### config.mk
export PLATFORM = sky130hd
export DESIGN_NAME = scrolling_seven_segment_scanner_unit
export DESIGN_NICKNAME = d
export VERILOG_FILES = /design/src/rtl/sssu_pkg.sv /design/src/rtl/sssu_place_dec.sv /design/src/rtl/sssu_scan_ctrl.sv /design/src/rtl/scrolling_seven_segment_scanner_unit.sv
export SDC_FILE = /design/constraint.sdc
export NUM_CORES = 1
export LEC_CHECK = 0
export BUFFER_PORTS_ARGS = -buffer_cell sky130_fd_sc_hd__buf_2
export CAP_MARGIN = 0
export CELL_PAD_IN_SITES_DETAIL_PLACEMENT = 1
export CELL_PAD_IN_SITES_GLOBAL_PLACEMENT = 1
export CORE_AREA = 2 2 103 105
export DETAILED_ROUTE_END_ITERATION = 6
export DIE_AREA = 0 0 105 107
export PLACE_DENSITY_LB_ADDON = 0.08
export SLEW_MARGIN = 20
export SYNTH_ARGS = -nofsm -noshare
export SYNTH_HDL_FRONTEND = slang
export SYNTH_SLANG_ARGS = --single-unit
### constraint.sdc
create_clock -name i_clk -period 3.1 [get_ports i_clk]
set_clock_uncertainty 0.05 [all_clocks]
set_input_delay 0.465 -clock i_clk [delete_from_list [all_inputs] [get_ports i_clk]]
set_output_delay 0.465 -clock i_clk [all_outputs]
set_load 0.01 [all_outputs]
### src/rtl/sssu_pkg.sv
`default_nettype none

package sssu_pkg;

    // Fixed field widths
    localparam int ENABLE_W   = 4;
    localparam int SEG_W      = 7;
    localparam int FRAME_OUT_W = 4;
    localparam int CODE_W     = 4;
    localparam int DIGITS_W   = 32;
    localparam int HOLD_W     = 8;
    localparam int CFG_IDX_W  = 1;
    localparam int CFG_DATA_W = 32;

    // Register indexes
    localparam logic [CFG_IDX_W-1:0] REG_SHOWN_DIGITS = 1'd0;
    localparam logic [CFG_IDX_W-1:0] REG_HOLD_SCANS   = 1'd1;

    // Register reset values
    localparam logic [DIGITS_W-1:0] SHOWN_DIGITS_RESET = 32'd0;
    localparam logic [HOLD_W-1:0]   HOLD_SCANS_RESET   = 8'd20;

    localparam logic [SEG_W-1:0] SEG_BLANK = 7'h00;

    // One result word
    typedef struct packed {
        logic [ENABLE_W-1:0]    digit_enable;
        logic [SEG_W-1:0]       segments;
        logic [FRAME_OUT_W-1:0] frame_index;
        logic                   frame_done;
    } t_result;

    // Digit code to segments, bit 0 is segment a; codes above nine are blank
    function automatic logic [SEG_W-1:0] seg_decode(input logic [CODE_W-1:0] code);
        logic [SEG_W-1:0] seg;
        unique case (code)
            4'd0:    seg = 7'h3F;
            4'd1:    seg = 7'h06;
            4'd2:    seg = 7'h5B;
            4'd3:    seg = 7'h4F;
            4'd4:    seg = 7'h66;
            4'd5:    seg = 7'h6D;
            4'd6:    seg = 7'h7D;
            4'd7:    seg = 7'h07;
            4'd8:    seg = 7'h7F;
            4'd9:    seg = 7'h6F;
            default: seg = SEG_BLANK;
        endcase
        return seg;
    endfunction

endpackage

`default_nettype wire

### src/rtl/sssu_place_dec.sv
`default_nettype none

// Segment pattern for one place of the padded digit sequence
module sssu_place_dec #(
    parameter int DISPLAY_POSITIONS = 4,
    parameter int SEQUENCE_DIGITS   = 8,
    parameter int PLACE_W           = 5
) (
    input  wire logic [PLACE_W-1:0]              i_place,
    input  wire logic [sssu_pkg::DIGITS_W-1:0]   i_shown_digits,
    output logic      [sssu_pkg::SEG_W-1:0]      o_segments
);

    localparam int IDX_W = (SEQUENCE_DIGITS > 1) ? $clog2(SEQUENCE_DIGITS) : 1;
    localparam logic [PLACE_W-1:0] LEAD = PLACE_W'(DISPLAY_POSITIONS - 1);
    localparam logic [PLACE_W-1:0] TAIL = PLACE_W'(DISPLAY_POSITIONS - 1 + SEQUENCE_DIGITS);

    logic [sssu_pkg::CODE_W-1:0] w_codes [SEQUENCE_DIGITS];
    logic [PLACE_W-1:0]          w_offset;
    logic [IDX_W-1:0]            w_idx;
    logic                        w_in_seq;

    // Split the register into digit codes; digits past bit 31 read as zero
    for (genvar g = 0; g < SEQUENCE_DIGITS; g++) begin : g_code
        localparam int SH = 4 * (SEQUENCE_DIGITS - 1 - g);
        if (SH < sssu_pkg::DIGITS_W) begin : g_in
            assign w_codes[g] = i_shown_digits[SH +: sssu_pkg::CODE_W];
        end else begin : g_out
            assign w_codes[g] = '0;
        end
    end

    // Blank window before and after the digits
    assign w_in_seq = (i_place >= LEAD) && (i_place < TAIL);
    assign w_offset = i_place - LEAD;
    assign w_idx    = w_offset[IDX_W-1:0];

    always_comb begin
        if (w_in_seq) begin
            o_segments = sssu_pkg::seg_decode(w_codes[w_idx]);
        end else begin
            o_segments = sssu_pkg::SEG_BLANK;
        end
    end

endmodule

`default_nettype wire

### src/rtl/sssu_scan_ctrl.sv
`default_nettype none

// Slot, scan and frame counters; builds the result word for each tick
module sssu_scan_ctrl #(
    parameter int DISPLAY_POSITIONS = 4,
    parameter int SEQUENCE_DIGITS   = 8
) (
    input  wire logic                            i_clk,
    input  wire logic                            i_rst_n,
    input  wire logic                            i_fire,
    input  wire logic                            i_slot_tick,
    input  wire logic [sssu_pkg::DIGITS_W-1:0]   i_shown_digits,
    input  wire logic [sssu_pkg::HOLD_W-1:0]     i_hold_scans,
    output sssu_pkg::t_result                    o_result
);

    localparam int FRAMES  = DISPLAY_POSITIONS + SEQUENCE_DIGITS;
    localparam int SLOT_W  = $clog2(DISPLAY_POSITIONS + 1);
    localparam int FRAME_W = $clog2(FRAMES);
    localparam int PLACE_W = $clog2(FRAMES + DISPLAY_POSITIONS - 1);
    localparam logic [SLOT_W-1:0]  DARK_SLOT  = SLOT_W'(DISPLAY_POSITIONS);
    localparam logic [FRAME_W-1:0] LAST_FRAME = FRAME_W'(FRAMES - 1);

    logic [SLOT_W-1:0]           r_slot;
    logic [sssu_pkg::HOLD_W-1:0] r_scan;
    logic [FRAME_W-1:0]          r_frame;
    logic [sssu_pkg::SEG_W-1:0]  r_held;

    logic                             w_lit;
    logic                             w_frame_end;
    logic [PLACE_W-1:0]               w_place;
    logic [sssu_pkg::SEG_W-1:0]       w_dec_seg;
    logic [sssu_pkg::ENABLE_W-1:0]    w_enable;
    logic [sssu_pkg::FRAME_OUT_W-1:0] w_frame_out;

    assign w_lit       = (r_slot < DARK_SLOT);
    assign w_frame_end = (r_scan >= i_hold_scans);
    assign w_place     = PLACE_W'(r_frame) + PLACE_W'(r_slot);

    sssu_place_dec #(
        .DISPLAY_POSITIONS (DISPLAY_POSITIONS),
        .SEQUENCE_DIGITS   (SEQUENCE_DIGITS),
        .PLACE_W           (PLACE_W)
    ) u_place_dec (
        .i_place        (w_place),
        .i_shown_digits (i_shown_digits),
        .o_segments     (w_dec_seg)
    );

    // Digit line k is lit on slot DISPLAY_POSITIONS-1-k; leftmost goes first
    for (genvar k = 0; k < sssu_pkg::ENABLE_W; k++) begin : g_en
        localparam int K_SLOT = DISPLAY_POSITIONS - 1 - k;
        if (K_SLOT >= 0) begin : g_on
            assign w_enable[k] = (r_slot == SLOT_W'(K_SLOT));
        end else begin : g_off
            assign w_enable[k] = 1'b0;
        end
    end

    // Frame number is cut or zero-extended to the output width
    if (FRAME_W >= sssu_pkg::FRAME_OUT_W) begin : g_fr_cut
        assign w_frame_out = r_frame[sssu_pkg::FRAME_OUT_W-1:0];
    end else begin : g_fr_ext
        assign w_frame_out = sssu_pkg::FRAME_OUT_W'(r_frame);
    end

    // Result word; an idle tick shows dark with held segments
    always_comb begin
        o_result.frame_index = w_frame_out;
        if (i_slot_tick) begin
            o_result.digit_enable = w_enable;
            o_result.segments     = w_lit ? w_dec_seg : r_held;
            o_result.frame_done   = !w_lit && w_frame_end;
        end else begin
            o_result.digit_enable = '0;
            o_result.segments     = r_held;
            o_result.frame_done   = 1'b0;
        end
    end

    // Counter advance on each accepted tick
    always_ff @(posedge i_clk) begin
        if (!i_rst_n) begin
            r_slot  <= '0;
            r_scan  <= '0;
            r_frame <= '0;
            r_held  <= sssu_pkg::SEG_BLANK;
        end else if (i_fire && i_slot_tick) begin
            if (w_lit) begin
                r_held <= w_dec_seg;
            end
            if (r_slot == DARK_SLOT) begin
                r_slot <= '0;
                if (w_frame_end) begin
                    r_scan  <= '0;
                    r_frame <= (r_frame == LAST_FRAME) ? '0 : r_frame + 1'b1;
                end else begin
                    r_scan <= r_scan + 1'b1;
                end
            end else begin
                r_slot <= r_slot + 1'b1;
            end
        end
    end

    // Checks
    a_slot_range: assert property (@(posedge i_clk) disable iff (!i_rst_n)
        r_slot <= DARK_SLOT)
        else $error("slot counter out of range");

    a_frame_range: assert property (@(posedge i_clk) disable iff (!i_rst_n)
        r_frame <= LAST_FRAME)
        else $error("frame counter out of range");

    a_frame_step: assert property (@(posedge i_clk) disable iff (!i_rst_n)
        (i_fire && i_slot_tick && r_slot == DARK_SLOT && w_frame_end)
            |=> (r_scan == '0 && r_slot == '0))
        else $error("frame end did not restart scan");

endmodule

`default_nettype wire

### src/rtl/scrolling_seven_segment_scanner_unit.sv
`default_nettype none

// Latency: a result word appears in the cycle after its tick word is taken.
// Throughput: one tick word per cycle; a new tick is taken in the cycle the
// held result leaves, and the input stalls while a result waits unread.
// Reset (synchronous, active low): slot, scan and frame counters and held
// segments go to zero, shown_digits to 0, hold_scans to 20, output empty.
module scrolling_seven_segment_scanner_unit #(
    parameter int DISPLAY_POSITIONS = 4,
    parameter int SEQUENCE_DIGITS   = 8
) (
    input  wire logic                               i_clk,
    input  wire logic                               i_rst_n,
    // config port
    input  wire logic                               i_cfg_we,
    input  wire logic [sssu_pkg::CFG_IDX_W-1:0]     i_cfg_index,
    input  wire logic [sssu_pkg::CFG_DATA_W-1:0]    i_cfg_data,
    // tick words in
    input  wire logic                               i_in_valid,
    output logic                                    o_in_ready,
    input  wire logic                               i_slot_tick,
    // result words out
    output logic                                    o_out_valid,
    input  wire logic                               i_out_ready,
    output logic [sssu_pkg::ENABLE_W-1:0]           o_digit_enable,
    output logic [sssu_pkg::SEG_W-1:0]              o_segments,
    output logic [sssu_pkg::FRAME_OUT_W-1:0]        o_frame_index,
    output logic                                    o_frame_done
);

    logic [sssu_pkg::DIGITS_W-1:0] r_shown_digits;
    logic [sssu_pkg::HOLD_W-1:0]   r_hold_scans;
    sssu_pkg::t_result             r_out;
    logic                          r_out_valid;

    sssu_pkg::t_result             w_result;
    logic                          w_fire;

    // Config registers
    always_ff @(posedge i_clk) begin
        if (!i_rst_n) begin
            r_shown_digits <= sssu_pkg::SHOWN_DIGITS_RESET;
            r_hold_scans   <= sssu_pkg::HOLD_SCANS_RESET;
        end else if (i_cfg_we) begin
            unique case (i_cfg_index)
                sssu_pkg::REG_SHOWN_DIGITS: r_shown_digits <= i_cfg_data;
                sssu_pkg::REG_HOLD_SCANS:
                    r_hold_scans <= i_cfg_data[sssu_pkg::HOLD_W-1:0];
                default: ;
            endcase
        end
    end

    // Input side takes a word whenever the output slot is free or draining
    assign o_in_ready = !r_out_valid || i_out_ready;
    assign w_fire     = i_in_valid && o_in_ready;

    sssu_scan_ctrl #(
        .DISPLAY_POSITIONS (DISPLAY_POSITIONS),
        .SEQUENCE_DIGITS   (SEQUENCE_DIGITS)
    ) u_scan_ctrl (
        .i_clk          (i_clk),
        .i_rst_n        (i_rst_n),
        .i_fire         (w_fire),
        .i_slot_tick    (i_slot_tick),
        .i_shown_digits (r_shown_digits),
        .i_hold_scans   (r_hold_scans),
        .o_result       (w_result)
    );

    // Output register
    always_ff @(posedge i_clk) begin
        if (!i_rst_n) begin
            r_out_valid <= 1'b0;
        end else if (w_fire) begin
            r_out_valid <= 1'b1;
        end else if (i_out_ready) begin
            r_out_valid <= 1'b0;
        end
    end

    always_ff @(posedge i_clk) begin
        if (w_fire) begin
            r_out <= w_result;
        end
    end

    assign o_out_valid    = r_out_valid;
    assign o_digit_enable = r_out.digit_enable;
    assign o_segments     = r_out.segments;
    assign o_frame_index  = r_out.frame_index;
    assign o_frame_done   = r_out.frame_done;

    // Checks
    a_fire_fills: assert property (@(posedge i_clk) disable iff (!i_rst_n)
        w_fire |=> r_out_valid)
        else $error("accepted word produced no result");

    a_enable_onehot: assert property (@(posedge i_clk) disable iff (!i_rst_n)
        r_out_valid |-> $onehot0(r_out.digit_enable))
        else $error("more than one digit line lit");

    a_done_dark: assert property (@(posedge i_clk) disable iff (!i_rst_n)
        (r_out_valid && r_out.frame_done) |-> (r_out.digit_enable == '0))
        else $error("frame done on a lit slot");

endmodule

`default_nettype wire
# Word-level counts from Yosys, hierarchy flattened
# Memories as Yosys holds them, arrays and structs flattened.
# Cells that the tools add are included.
# op_classes
n_addsub,5
magnitude_cmp,5
n_eq_ne,5
mux,11
bitwise,2
n_reduce_logical,13
# op_table
cell,count
$mux 7,3
$bmux 4 s3,1
$mux 4,3
$add 8x1->8 const B,1
$ge 8x8->1,1
$mux 8,1
$eq 3x2->1 const B,2
$reduce_and 2->1,3
$add 4x1->4 const B,1
$add 4x3->4,1
$eq 4x4->1 const B,1
$ge 4x2->1 const B,1
$ge 4x4->1 const B,1
$logic_and 1x1->1,4
$lt 4x4->1 const B,1
$not 3->4,1
$add 3x1->3 const B,1
$eq 3x1->1 const B,1
$eq 3x3->1 const B,1
$logic_not 3->1,1
$lt 3x3->1 const B,1
$mux 3,1
$reduce_and 3->1,1
$sub 3x2->3 const B,1
5 further kinds,7
# totals
ff_bits,79
romBits,112
in_bits,39
output_inout_bits,18
wordCells,53
n_memories,1
# memory_table
memory,depth,word_bits,read_ports,rd_clocked_by_memory_dff,wr,line,rtl
(name not given),16,7,1,0,0,sssu_pkg.sv:36,unique case (code)

# Logic depth before layout (Yosys ltp)
# Gate-level depths: netlist of run 1.
# An unclocked memory read counts as a cell.
# depth
word_depth,10
mapped_depth,12
ltp_nobuf,11

# Modules after synthesis
# From an unflattened synthesis of run 1, not the netlist that was laid out.
# unflattened
cells_unflattened,418
area_unflattened_um2,4282.9
# modules_own_cells
module,instances,cells_per_inst,area_per_inst_um2,seq_area_each_um2
scrolling_seven_segment_scanner_unit,1,190,2140.8,1301.2
sssu_scan_ctrl,1,172,1532.7,440.4
sssu_place_dec,1,56,609.3,0.0

# Least setup slack after synthesis of run 1
# Ideal clock, no wire load.
# synth_path
path_type,register to register
start,register u_scan_ctrl.r_frame[0]
end,"register r_out, in the netlist o_segments[4], data pin"
setup_time_ns,0.145
t_arrival_ns,2.742
required_time_ns,2.905
slack_ns,0.163
stages_incl_launch_ff,13
n_path_buf,1
synth_period_minus_slack_ns,2.937
cell_sequence,dfxtp_1 -> ha_1 -> fa_1 -> ha_1 -> buf_6 -> mux4_2 -> mux2_4 -> inv_2 -> ha_1 -> nor2_2 -> nor4_1 -> nor2_1 -> o21ai_1
# synth_rtl
item,line,rtl
from (decl),sssu_scan_ctrl.sv:26,logic [FRAME_W-1:0] r_frame;
from (signal assigned),sssu_scan_ctrl.sv:96,r_frame <= (r_frame == LAST_FRAME) ? '0 : r_frame + 1'b1;
to (signal assigned),scrolling_seven_segment_scanner_unit.sv:84,r_out <= w_result;
to (decl),scrolling_seven_segment_scanner_unit.sv:33,sssu_pkg::t_result r_out;

==> impl_results.rst, run 1 <==
.. list-table::
   :header-rows: 1

   * - Metric
     - Value
   * - Critical Path AT
     - just over 3 ns
   * - Internal power
     - 1.69 mW
   * - CTS H-tree lvls
     - 3
   * - Leakage power
     - 1.94 nW
   * - Area growth from synthesis to layout
     - 20.1%
   * - Max rail drop VDD
     - between 0.15 and 0.2 mV
   * - Final critical-path setup slack
     - between 0.1 and 0.15 ns
   * - Maximum number of pins on one net before global-route repair
     - 49
   * - Fmax achieved
     - ~340 MHz
   * - Global placement routability congestion
     - ~0.77
   * - Initial Utilization
     - about two fifths
   * - Worst setup timing slack at the placement stage
     - -0.0676 ns
   * - Final critical-path required period
     - ~3.0 ns
   * - Status
     - completed
   * - Clock sink total
     - between 70 and 80
   * - Skew-Pair Late Insertion Delay
     - approximately 0.36 ns
   * - Global-route wire length before repair
     - 15300 um
   * - Worst R2R End
     - o_segments[3]$_DFFE_PP_
   * - Maximum buffer depth of the clock tree
     - 2
   * - DIE WIDTH
     - 105 um
   * - Total number of cells along the worst setup path
     - 11
   * - Worst slew pin tran
     - ~0.63 ns
   * - Leading cell type in the layout, fill and taps excluded
     - sky130_fd_sc_hd__nand2_1
   * - Number of fill cells in the layout
     - roughly 1200
   * - Fraction of layout instances using a drive strength above 1
     - a little over a fifth
   * - Number of flip-flops and latches in the synthesized netlist
     - ~80
   * - Root Driver
     - sky130_fd_sc_hd__clkbuf_8
   * - Slowest stage cell, crit path
     - sky130_fd_sc_hd__fa_1
   * - Worst reg-to-reg setup slack
     - around 0.13 ns
   * - Power Dens Cells
     - 484 nW/um^2
   * - Clock transition at path regs
     - 0.08 ns
   * - WS Path Type
     - reg2reg
   * - Kind of capture point of the worst setup path
     - flop
   * - Final instance count without filler cells
     - around 630
   * - Total global-route track usage
     - roughly 17%
   * - Post-synthesis average cell area
     - 9.06 um^2
   * - Gate family responsible for the most delay along the worst path
     - adder cells
   * - Number of I/O port buffers
     - 56
   * - Share of synthesized flip-flops with an asynchronous set or reset
     - 0%
   * - Diode count
     - 0
   * - Number of nets produced by synthesis
     - approximately 490
   * - Net count reported at finish
     - between 500 and 600
   * - Via count of the first global-routing pass
     - approximately 3200
   * - Final worst-path cycle share
     - 95.7%
   * - Die Area
     - around 11000 um^2
   * - Post-Route WL
     - roughly 9200 um
   * - Seq/Total Area, Yosys
     - 45.4%
   * - Detail-routed net length per standard cell
     - 14.6 um
   * - Number of hold violations in the final report
     - 0
   * - Total buffers and inverters traversed by the critical path
     - 2
   * - Max_slew headroom
     - 58.0%
   * - Net Sw Power
     - approximately 0.54 mW
   * - Commonest cells after routing, fill and taps aside
     - 105 x sky130_fd_sc_hd__nand2_1, 62 x sky130_fd_sc_hd__dfxtp_1, 56 x sky130_fd_sc_hd__buf_2, 51 x sky130_fd_sc_hd__a21oi_1, 21 x sky130_fd_sc_hd__ha_1
   * - Standard cell core area
     - about 10000 um^2
   * - Capture point of the critical path
     - o_segments[3]$_DFFE_PP_
   * - Switching power as a share of total power
     - between 20% and 30%
   * - WP data required
     - about 3.2 ns
   * - Detailed-route DRC error count
     - 0
   * - Count of flip-flops with a built-in enable after synthesis
     - 16
   * - Worst Reg-to-Reg Cells
     - 11
   * - Antenna Nets Post-Route
     - 0
   * - Cells after Synth
     - 424
   * - Clock network power share
     - 38.7%
   * - Overall die height
     - about 110 um
   * - Part of the power in registers
     - roughly half
   * - Row cnt
     - 37
   * - Count of synthesis-stage warnings from yosys
     - 0
   * - Inst Count DP
     - 611
   * - Area of the multi-input gates
     - ~2000 um^2
   * - Cell occurring most often along the worst timing path
     - sky130_fd_sc_hd__ha_4
   * - Critical path cell sequence
     - ha_4, fa_1, ha_4, mux4_2, mux2_4, inv_2, buf_4, ha_1, a21oi_2, nor2_2, o21ai_1
   * - Total via count in the routed design
     - between 3000 and 4000
   * - Iteration-0 DRC Markers
     - 110
   * - Initial antenna violation count
     - 0
   * - Longest individual stage delay on the worst path
     - about 0.5 ns
   * - Total global routing overflow
     - 0
   * - Total clock buffers created by CTS
     - 9
   * - Timing startpoint of the critical path
     - u_scan_ctrl.r_frame[0]$_SDFFE_PN0P_
   * - Element type at the critical path start
     - flop
   * - Most instantiated flip-flop cell in the synthesis netlist
     - sky130_fd_sc_hd__dfxtp_1
   * - Cell area after synthesis
     - around 3800 um^2
   * - Crit Path Max Fanout
     - 7
   * - Kind of path behind the tightest hold check
     - in2reg
   * - Vias per inst
     - approximately 5.0
   * - Count of cell types in the netlist
     - 48
   * - Number of maximum-capacitance violations
     - 0
   * - Detailed-router iteration count before antenna repair
     - 4
   * - Combinational group share of total power
     - 11.9%
   * - Final HPWL DP
     - between 6000 and 7000 um
   * - Number of setup violations in the final report
     - 0
   * - Area taken by flip-flops and latches
     - approximately 1700 um^2
   * - Clock tree from TritonCTS
     - done
   * - Number of max-slew violations in the final report
     - 0
   * - Crit Reg-Reg Startpoint
     - u_scan_ctrl.r_frame[0]$_SDFFE_PN0P_
   * - Number of top-level pins
     - 57
synthesized netlist by cell type, drive strengths merged, types with 3 or more instances:
| library cell | instances | share of area [%] |
|---|---|---|
| nand2 | 105 | 10 |
| dfxtp | 63 | 33 |
| a21oi | 52 | 6.9 |
| ha | 24 | 7.8 |
| nor2 | 22 | 2.2 |
| o21ai | 21 | 2.7 |
| inv | 19 | 1.9 |
| edfxtp | 16 | 13 |
| clkbuf | 15 | 1.5 |
| nand3 | 11 | 1.4 |
| and2 | 8 | 1.3 |
| mux4 | 8 | 5.1 |
| nand2b | 6 | 0.98 |
| nand4 | 6 | 0.98 |
| xor2 | 6 | 1.4 |
| and3 | 4 | 0.65 |
| nor3 | 4 | 0.52 |
| a21o | 3 | 0.59 |
| buf | 3 | 0.68 |
layout make-up:
cell class / count / area share, %
repair buffers: 71 / 8.79
well taps: 136 / 3.69
inverters: 19 / 1.55
flip-flops and latches: 79 / 37.8
clock inverters: 2 / 0.760
multi-input cells: 308 / 43.3
clock buffers: 13 / 4.15
logic make-up after synthesis:
family,after synthesis,share of synthesized area [%]
buf+inv,37,4.01
xor+xnor,10,3.03
simple gates,173,19.6
mux,12,6.71
compound gates,88,13.0
fa+ha+maj,25,8.34
flops,79,45.4
what timing repair did:
action,CTS,global route
hold buffers,0,0
pin swaps,0,5
setup buffers,0,2
resized for setup,2,8
endpoints found under the setup margin,4,3
stage by stage:
stage | power (mW) | setup TNS, ns | instance area, um^2 | util (%) | hold slack, ns
floorplan | 1.29 | 0 | 3840 | - | 0.375
global placement | 1.37 | 0 | 4320 | 42.8 | 0.388
detailed placement | 1.38 | -0.147 | 4320 | 42.8 | 0.395
CTS | 2.25 | 0 | 4560 | 45.2 | 0.271
global route | 2.34 | -0.00357 | 4610 | 45.7 | 0.284
finish | 2.23 | 0 | 4610 | 45.7 | 0.285
sequential cells by signal (all words and copies together), names as in the netlist:
| register | cells |
|---|---|
| o_out_valid | 1 |
| u_scan_ctrl.r_scan | 8 |
| o_frame_index | 4 |
| o_segments | 7 |
| o_digit_enable | 4 |
| u_scan_ctrl.r_frame | 4 |
| r_shown_digits | 32 |
| o_frame_done | 1 |
| r_hold_scans | 8 |
| u_scan_ctrl.r_held | 7 |
| u_scan_ctrl.r_slot | 3 |
worst register-to-register path, stage by stage (launching register included):
cell	delay (ns)
sky130_fd_sc_hd__dfxtp_1	0.34
sky130_fd_sc_hd__ha_4	0.17
sky130_fd_sc_hd__fa_1	0.50
sky130_fd_sc_hd__ha_4	0.34
sky130_fd_sc_hd__mux4_2	0.33
sky130_fd_sc_hd__mux2_4	0.31
sky130_fd_sc_hd__inv_2	0.10
sky130_fd_sc_hd__buf_4	0.14
sky130_fd_sc_hd__ha_1	0.16
sky130_fd_sc_hd__a21oi_2	0.07
sky130_fd_sc_hd__nor2_2	0.15
sky130_fd_sc_hd__o21ai_1	0.07
routing by layer:
| layer | GRT usage, % | part of all wire [%] | wire, um |
|---|---|---|---|
| met5 | 0 | 0 | 0 |
| met1 | 21.3 | 47 | 4320 |
| met4 | 5.43 | 1.6 | 144 |
| met2 | 29.2 | 48 | 4400 |
| met3 | 3.65 | 3.5 | 321 |
worst min-delay path by stage:
stage | start | to | slack, ns | cells after the start
2_1_floorplan | u_scan_ctrl.r_held[1]$_SDFFE_PN0P_ | u_scan_ctrl.r_held[1]$_SDFFE_PN0P_ | 0.37 | 2
3_3_place_gp | u_scan_ctrl.r_held[2]$_SDFFE_PN0P_ | u_scan_ctrl.r_held[2]$_SDFFE_PN0P_ | 0.39 | 2
3_5_place_dp | u_scan_ctrl.r_held[6]$_SDFFE_PN0P_ | u_scan_ctrl.r_held[6]$_SDFFE_PN0P_ | 0.40 | 2
4_1_cts | i_cfg_data[25] | r_shown_digits[25]$_SDFFE_PN0P_ | 0.27 | 3
5_1_grt | i_cfg_data[24] | r_shown_digits[24]$_SDFFE_PN0P_ | 0.28 | 3
6_report | i_cfg_data[25] | r_shown_digits[25]$_SDFFE_PN0P_ | 0.28 | 3
power groups by stage:
| stage | Combinational, mW | Clock (mW) | Sequential [mW] |
|---|---|---|---|
| floorplan | 0.160 | 0 | 1.13 |
| global placement | 0.250 | 0 | 1.12 |
| detailed placement | 0.258 | 0 | 1.13 |
| CTS | 0.263 | 0.889 | 1.10 |
| global route | 0.299 | 0.932 | 1.11 |
| finish | 0.266 | 0.865 | 1.10 |
Power figures use the tool's default switching activity.
==> run 2, diff against run 1 <==
==> constraint.sdc (replaced) <==
create_clock -name i_clk -period 3.1 [get_ports i_clk]
set_clock_uncertainty 0.05 [all_clocks]
set_input_delay 0.62 -clock i_clk [delete_from_list [all_inputs] [get_ports i_clk]]
set_output_delay 0.62 -clock i_clk [all_outputs]
set_load 0.01 [all_outputs]
==> impl_results.rst, run 2 (same netlist as run 1, synthesis figures left out) <==
.. list-table::
   :header-rows: 1

   * - Metric
     - Value
   * - Max rail drop VDD
     - just over 0.2 mV
   * - Inst Count DP
     - between 600 and 700
   * - Number of max-slew violations in the final report
     - 0
   * - Final HPWL DP
     - ~6600 um
   * - Vias per inst
     - a little under 5
   * - Global placement routability congestion
     - 0.788
   * - Maximum buffer depth of the clock tree
     - 2
   * - Final Power
     - 2.34 mW
   * - Detailed-route DRC error count
     - 0
   * - Number of maximum-capacitance violations
     - 0
   * - Startpoint of the tightest hold check path
     - u_scan_ctrl.r_held[2]$_SDFFE_PN0P_
   * - Standard cell core area
     - about 10000 um^2
   * - Die Area
     - 11200 um^2
   * - WS Path Type
     - reg2reg
   * - Leading cell type in the layout, fill and taps excluded
     - sky130_fd_sc_hd__nand2_1
   * - Post-Route WL
     - roughly 9000 um
   * - Setup_tns
     - 0 ns
   * - Crit Path Max Fanout
     - 7
   * - Worst reg-to-reg setup slack
     - 0.16 ns
   * - Via count of the first global-routing pass
     - slightly above 3000
   * - Root Driver
     - sky130_fd_sc_hd__clkbuf_8
   * - Fmax achieved
     - approximately 340 MHz
   * - Number of fill cells in the layout
     - between 1000 and 1500
   * - Detailed-router iteration count before antenna repair
     - 4
   * - Worst slew pin tran
     - about 0.6 ns
   * - Final worst-path cycle share
     - 94.8%
   * - Final critical-path setup slack
     - about 0.16 ns
   * - Number of I/O port buffers
     - 56
   * - Number of top-level pins
     - between 50 and 60
   * - Dpl cell area
     - between 4000 and 5000 um^2
   * - Total global-route track usage
     - ~17%
   * - Fraction of layout instances using a drive strength above 1
     - 21.4%
   * - Area taken by flip-flops and latches
     - approximately 1700 um^2
   * - Clock tree from TritonCTS
     - done
   * - Element type at the critical path start
     - flop
   * - Initial antenna violation count
     - 0
   * - Leakage power
     - between 1.5 and 2 nW
   * - Post-CTS Repair Setup Buffers
     - 0
   * - Area growth from synthesis to layout
     - 20.1%
   * - PostCTS Resize Cnt
     - 1
   * - Max_slew headroom
     - 58.7%
   * - Commonest cells after routing, fill and taps aside
     - 105 x sky130_fd_sc_hd__nand2_1, 63 x sky130_fd_sc_hd__dfxtp_1, 56 x sky130_fd_sc_hd__buf_2, 51 x sky130_fd_sc_hd__a21oi_1, 23 x sky130_fd_sc_hd__ha_1
   * - Crit Reg-Reg Startpoint
     - u_scan_ctrl.r_slot[0]$_SDFFE_PN0P_
   * - Total via count in the routed design
     - 3104
   * - Power Dens Cells
     - around 510 nW/um^2
   * - Worst Reg-to-Reg Cells
     - 11
   * - Maximum number of pins on one net before global-route repair
     - 49
   * - Number of hold violations in the final report
     - 0
   * - Number of setup violations in the final report
     - 0
   * - Sink of the worst hold path
     - u_scan_ctrl.r_held[2]$_SDFFE_PN0P_
   * - Kind of path behind the tightest hold check
     - reg2reg
   * - DIE WIDTH
     - ~110 um
   * - Worst setup timing slack at the placement stage
     - -0.0196 ns
   * - Detail-routed net length per standard cell
     - ~14 um
   * - Final design area excluding fillers
     - 4610 um^2
   * - Register with the highest flop count
     - r_shown_digits
   * - Overall die height
     - roughly 110 um
   * - RSZ-0062 raised after global routing
     - yes
   * - Critical Path AT
     - approximately 3.1 ns
   * - Total global routing overflow
     - 0
   * - Iteration-0 DRC Markers
     - 69
   * - Net count reported at finish
     - 550
   * - Top flop regs
     - r_shown_digits: 32 flops, r_hold_scans: 8 flops, u_scan_ctrl.r_scan: 8 flops
   * - Kind of capture point of the worst setup path
     - flop
   * - Area of the multi-input gates
     - a little under 2000 um^2
   * - Timing startpoint of the critical path
     - u_scan_ctrl.r_slot[0]$_SDFFE_PN0P_
   * - CTS H-tree lvls
     - 3
   * - Row cnt
     - 37
   * - Hold Path Depth
     - 2
   * - Global-route wire length before repair
     - 15000 um
   * - Diode count
     - 0
   * - Quantity of hold-fixing buffers added after cts
     - 0
   * - Worst R2R End
     - o_segments[4]$_DFFE_PP_
   * - Status
     - completed
   * - Skew-Pair Late Insertion Delay
     - between 0.3 and 0.4 ns
   * - Antenna Nets Post-Route
     - 0
   * - Total clock buffers created by CTS
     - 9
   * - WP data required
     - about 3.3 ns
   * - Clock transition at path regs
     - roughly 0.08 ns
   * - Final instance count without filler cells
     - 627
   * - Final critical-path required period
     - 2.94 ns
   * - Clock sink total
     - 79
   * - Initial Utilization
     - a little under two fifths
   * - Flip-flop count of the largest register, all copies and words added
     - 32
run 2: cell types whose count changed in the layout (fill, tap and decap cells not counted), sizes merged:
| cell | previous run | this run |
|---|---|---|
| buf | 71 | 69 |
| inv | 19 | 20 |
| bufinv | 1 | 2 |
| clkinv | 1 | 0 |
run 2: layout make-up:
class,instances,area share [%]
Multi-Input combinational cell,308,42.7
Sequential cell,79,37.8
Inverter,19,1.55
Clock inverter,3,1.44
Tap cell,136,3.69
Timing Repair Buffer,69,8.47
Clock buffer,13,4.37
run 2: how the worst max path moves through the flow:
stage	end	slack [ns]	depth (start not counted)
after floorplan	o_segments[4]$_DFFE_PP_	0.16	12
after global placement	o_segments[4]$_DFFE_PP_	0.05	11
after detailed placement	o_segments[2]$_DFFE_PP_	-0.02	11
after CTS	o_segments[4]$_DFFE_PP_	0.03	11
after global routing	o_segments[4]$_DFFE_PP_	0.003	11
final	o_segments[4]$_DFFE_PP_	0.16	11
run 2: metal layers:
metal  track usage [%]  wire length [um]  up-vias  part of all wire, %
li1                  -                 -     1576                    -
met1              21.6              4200     1475                   47
met2              28.6              4330       46                   49
met3              3.89               277        7                  3.1
met4              6.00               112        0                  1.3
met5                 0                 0        -                    0
run 2: critical path, stage by stage (launching register included):
cell	delay (ns)
sky130_fd_sc_hd__dfxtp_1	0.33
sky130_fd_sc_hd__ha_1	0.22
sky130_fd_sc_hd__fa_1	0.48
sky130_fd_sc_hd__ha_4	0.34
sky130_fd_sc_hd__mux4_2	0.32
sky130_fd_sc_hd__mux2_4	0.32
sky130_fd_sc_hd__inv_2	0.07
sky130_fd_sc_hd__ha_1	0.17
sky130_fd_sc_hd__nor2_2	0.05
sky130_fd_sc_hd__nor4_2	0.24
sky130_fd_sc_hd__nor2_1	0.09
sky130_fd_sc_hd__o21ai_1	0.12
run 2: report_power, final:
group,internal (mW),switching (mW),leakage [nW]
Clock,0.596,0.384,0.136
Sequential,1.08,0.0164,0.674
Combinational,0.113,0.146,1.14
run 2: metrics by stage:
| stage | util, % | hold WS [ns] |
|---|---|---|
| CTS | 45.5 | 0.408 |
| detailed placement | 42.8 | 0.397 |
| floorplan | - | 0.375 |
| global placement | 42.8 | 0.388 |
| global route | 45.7 | 0.425 |
| finish | 45.7 | 0.402 |
==> run 3, diff against run 2 <==
--- a/config.mk
+++ b/config.mk
@@ -5,14 +5,16 @@
 export SDC_FILE = /design/constraint.sdc
 export NUM_CORES = 1
 export LEC_CHECK = 0
+export ABC_AREA = 1
 export BUFFER_PORTS_ARGS = -buffer_cell sky130_fd_sc_hd__buf_2
 export CAP_MARGIN = 0
 export CELL_PAD_IN_SITES_DETAIL_PLACEMENT = 1
 export CELL_PAD_IN_SITES_GLOBAL_PLACEMENT = 1
-export CORE_AREA = 2 2 103 105
+export CORE_AREA = 2 2 105 107
 export DETAILED_ROUTE_END_ITERATION = 6
-export DIE_AREA = 0 0 105 107
+export DIE_AREA = 0 0 107 109
 export PLACE_DENSITY_LB_ADDON = 0.08
+export SETUP_SLACK_MARGIN = 0.3
 export SLEW_MARGIN = 20
 export SYNTH_ARGS = -nofsm -noshare
 export SYNTH_HDL_FRONTEND = slang
==> impl_results.rst, run 3 <==
.. list-table::
   :header-rows: 1

   * - Metric
     - Value
   * - Status
     - completed
   * - Switching power as a share of total power
     - 29.1%
   * - Net count reported at finish
     - 657
   * - DIE WIDTH
     - 107 um
   * - Number of setup violations in the final report
     - 0
   * - Initial Utilization
     - a little under two fifths
   * - Final instance count without filler cells
     - between 700 and 800
   * - Number of fill cells in the layout
     - around 1300
   * - Register with the highest flop count
     - r_shown_digits
   * - Final Power
     - ~2.3 mW
   * - Timing startpoint of the critical path
     - u_scan_ctrl.r_slot[0]$_SDFFE_PN0P_
   * - Number of flip-flops and latches in the synthesized netlist
     - 79
   * - Total global-route track usage
     - 18.0%
   * - Fmax achieved
     - between 300 and 400 MHz
   * - Top flop regs
     - r_shown_digits: 32 flops, r_hold_scans: 8 flops, u_scan_ctrl.r_scan: 8 flops
   * - Quantity of hold-fixing buffers added after cts
     - 0
   * - Worst setup timing slack at the placement stage
     - -0.0824 ns
   * - Inst Count DP
     - ~700
   * - WP data required
     - between 3 and 4 ns
   * - Commonest cells after routing, fill and taps aside
     - 84 x sky130_fd_sc_hd__nor2_1, 82 x sky130_fd_sc_hd__nand2_1, 61 x sky130_fd_sc_hd__dfxtp_1, 56 x sky130_fd_sc_hd__o21ai_0, 56 x sky130_fd_sc_hd__buf_2
   * - Area taken by flip-flops and latches
     - ~1700 um^2
   * - Element type at the critical path start
     - flop
   * - Critical path cell sequence
     - ha_4, fa_1, ha_4, inv_6, nor2_1, o21ai_1, nand3_1, o21ai_4, buf_4, ha_1, inv_1, nand2_2, nand3_2, nand3_2, o21ai_2
   * - DRT met1 WL
     - ~4700 um
   * - Number of I/O port buffers
     - 56
   * - Final worst hold slack
     - between 0.4 and 0.5 ns
   * - Total via count in the routed design
     - approximately 3600
   * - Uppermost signal routing layer after detailed routing
     - met4
   * - Iteration-0 DRC Markers
     - between 100 and 150
   * - Seq/Total Area, Yosys
     - about 44%
   * - Clock tree from TritonCTS
     - done
   * - Area of the multi-input gates
     - between 2000 and 2500 um^2
   * - Detail-routed net length per standard cell
     - 13.7 um
   * - Net Sw Power
     - around 0.68 mW
   * - Flip-flop count of the largest register, all copies and words added
     - 32
   * - Met2 layer wire length in the routed design
     - 4940 um
   * - Most common cell in the synthesized netlist
     - sky130_fd_sc_hd__nand2_1
   * - Max rail drop VDD
     - about 0.22 mV
   * - Overall die height
     - roughly 110 um
   * - Row cnt
     - 38
   * - Final design area excluding fillers
     - roughly 4800 um^2
   * - Root Driver
     - sky130_fd_sc_hd__clkbuf_8
   * - Total global routing overflow
     - 0
   * - Crit Reg-Reg Startpoint
     - u_scan_ctrl.r_slot[0]$_SDFFE_PN0P_
   * - Combinational group share of total power
     - 19.7%
   * - Number of nets produced by synthesis
     - 586
   * - Final HPWL DP
     - between 7000 and 8000 um
   * - Internal power
     - 1.66 mW
   * - Slowest stage cell, crit path
     - sky130_fd_sc_hd__fa_1
   * - RSZ-0062 raised after global routing
     - yes
   * - Number of max-slew violations in the final report
     - 0
   * - Startpoint of the tightest hold check path
     - r_shown_digits[30]$_SDFFE_PN0P_
   * - Standard cell core area
     - ~11000 um^2
   * - Number of maximum-capacitance violations
     - 0
   * - Setup_tns
     - 0 ns
   * - Leakage power
     - 2.21 nW
   * - Final worst-path cycle share
     - 89.2%
   * - Power Dens Cells
     - 489 nW/um^2
   * - Met3 Routed Length
     - around 320 um
   * - Final critical-path required period
     - roughly 2.8 ns
   * - Via count of the first global-routing pass
     - approximately 3600
   * - Post-synthesis average cell area
     - approximately 7.6 um^2
   * - Post-Route WL
     - 10100 um
   * - Maximum number of pins on one net before global-route repair
     - 38
   * - Kind of capture point of the worst setup path
     - flop
   * - WS Path Type
     - reg2reg
   * - Dpl cell area
     - approximately 4400 um^2
   * - Global-route wire length before repair
     - about 17000 um
   * - Number of hold violations in the final report
     - 0
   * - Area growth from synthesis to layout
     - 21.4%
   * - Global placement routability congestion
     - a little over 0.8
   * - Detailed-router iteration count before antenna repair
     - 4
   * - Part of the power in registers
     - 48.5%
   * - Count of synthesis-stage warnings from yosys
     - 0
   * - Clock network power share
     - between 30% and 40%
   * - Share of synthesized flip-flops with an asynchronous set or reset
     - 0%
   * - Count of flip-flops with a built-in enable after synthesis
     - 16
   * - Vias per inst
     - 4.94
   * - Worst slew pin tran
     - 0.639 ns
   * - Number of top-level pins
     - 57
   * - Total clock buffers created by CTS
     - 9
   * - Leading post-synthesis cells by instance count
     - 86 x sky130_fd_sc_hd__nand2_1, 85 x sky130_fd_sc_hd__nor2_1, 63 x sky130_fd_sc_hd__dfxtp_1, 58 x sky130_fd_sc_hd__o21ai_0, 53 x sky130_fd_sc_hd__inv_1
   * - Critical Path AT
     - approximately 2.9 ns
   * - Antenna Nets Post-Route
     - 0
   * - Share of Yosys cell area claimed by the top area cell type
     - a little under a third
   * - Max_slew headroom
     - between 50% and 60%
   * - Clock sink total
     - 79
   * - Synth area leaders
     - sky130_fd_sc_hd__dfxtp_1 32%, sky130_fd_sc_hd__edfxtp_1 12%, sky130_fd_sc_hd__nand2_1 8.2%
   * - Cell area after synthesis
     - a little under 4000 um^2
   * - Dominant cell type by area after synthesis
     - sky130_fd_sc_hd__dfxtp_1
   * - Initial antenna violation count
     - 0
   * - Kind of path behind the tightest hold check
     - reg2reg
   * - Longest individual stage delay on the worst path
     - roughly 0.48 ns
   * - Most instantiated flip-flop cell in the synthesis netlist
     - sky130_fd_sc_hd__dfxtp_1
   * - Utilization after layout
     - between 40% and 50%
   * - Fraction of layout instances using a drive strength above 1
     - between 20% and 30%
   * - Final critical-path setup slack
     - roughly 0.33 ns
   * - CTS H-tree lvls
     - 3
   * - Crit Path Max Fanout
     - 8
   * - Clock transition at path regs
     - approximately 0.07 ns
   * - Cells after Synth
     - around 520
   * - Maximum buffer depth of the clock tree
     - 2
   * - Leading cell type in the layout, fill and taps excluded
     - sky130_fd_sc_hd__nor2_1
   * - Count of cell types in the netlist
     - 33
   * - Detailed-route DRC error count
     - 0
   * - Skew-Pair Late Insertion Delay
     - approximately 0.35 ns
   * - Diode count
     - 0
   * - Die Area
     - 11700 um^2
run 3: changes by cell type after synthesis, moves of 6 or more:
| cell | delta |
|---|---|
| sky130_fd_sc_hd__nand2_1 | -19 |
| sky130_fd_sc_hd__nor2_1 | +64 |
| sky130_fd_sc_hd__nand2b_1 | -6 |
| sky130_fd_sc_hd__nand3_1 | +21 |
| sky130_fd_sc_hd__and2_1 | -8 |
| sky130_fd_sc_hd__o21ai_0 | +49 |
| sky130_fd_sc_hd__inv_1 | +35 |
run 3: layout make-up:
type | count | share of cell area (%)
tap | 140 | 3.66
inverter | 58 | 4.71
multi-input combinational | 367 | 42.0
sequential | 79 | 36.5
clock buffer | 14 | 3.84
timing repair buffer | 78 | 9.31
run 3: metal layers:
metal / up-vias / global-route usage, %
met1: 1732 / 22.5
met2: 54 / 30.8
li1: 1844 / -
met4: 0 / 5.47
met5: - / 0
met3: 8 / 4.42
run 3: worst paths after layout:
path	endpoint	slack [ns]	cells past startpoint
worst max-delay path	o_segments[0]$_DFFE_PP_	0.33	15
worst min-delay path	r_shown_digits[30]$_SDFFE_PN0P_	0.41	2
worst max register to register	o_segments[0]$_DFFE_PP_	0.33	15
worst min register to register	r_shown_digits[30]$_SDFFE_PN0P_	0.41	2
run 3: kinds of logic (layout without fill, tap and decap cells):
kind of cell	count (synthesis)	in the layout	synth area share, %
buffers and inverters	76	150	7.49
flip-flops	79	79	44.2
AO/OA/AOI/OAI	119	119	15.9
XOR/XNOR	4	4	0.889
AND/OR/NAND/NOR	219	219	23.4
adder cells (fa/ha/maj)	25	25	8.12
run 3: what timing repair did:
| item | 4_1_cts | 5_1_grt |
|---|---|---|
| setup endpoints to repair | 14 | 12 |
| pin swaps | 9 | 15 |
| buffers inserted | 8 | 6 |
| resized for setup | 15 | 15 |
run 3: power by group through the flow:
stage,combinational (mW),sequential [mW],clock [mW]
5_1_grt,0.520,1.14,0.805
2_1_floorplan,0.266,1.16,0
3_3_place_gp,0.384,1.16,0
6_report,0.461,1.13,0.745
4_1_cts,0.431,1.13,0.773
3_5_place_dp,0.394,1.16,0
run 3: worst max-delay path: cells and delay by family, from the launching register on:
family,cells,cell delay (ns)
buf+inv,3,0.29
compound gates,3,0.30
flops,1,0.36
simple gates,5,0.44
fa+ha+maj,4,1.18
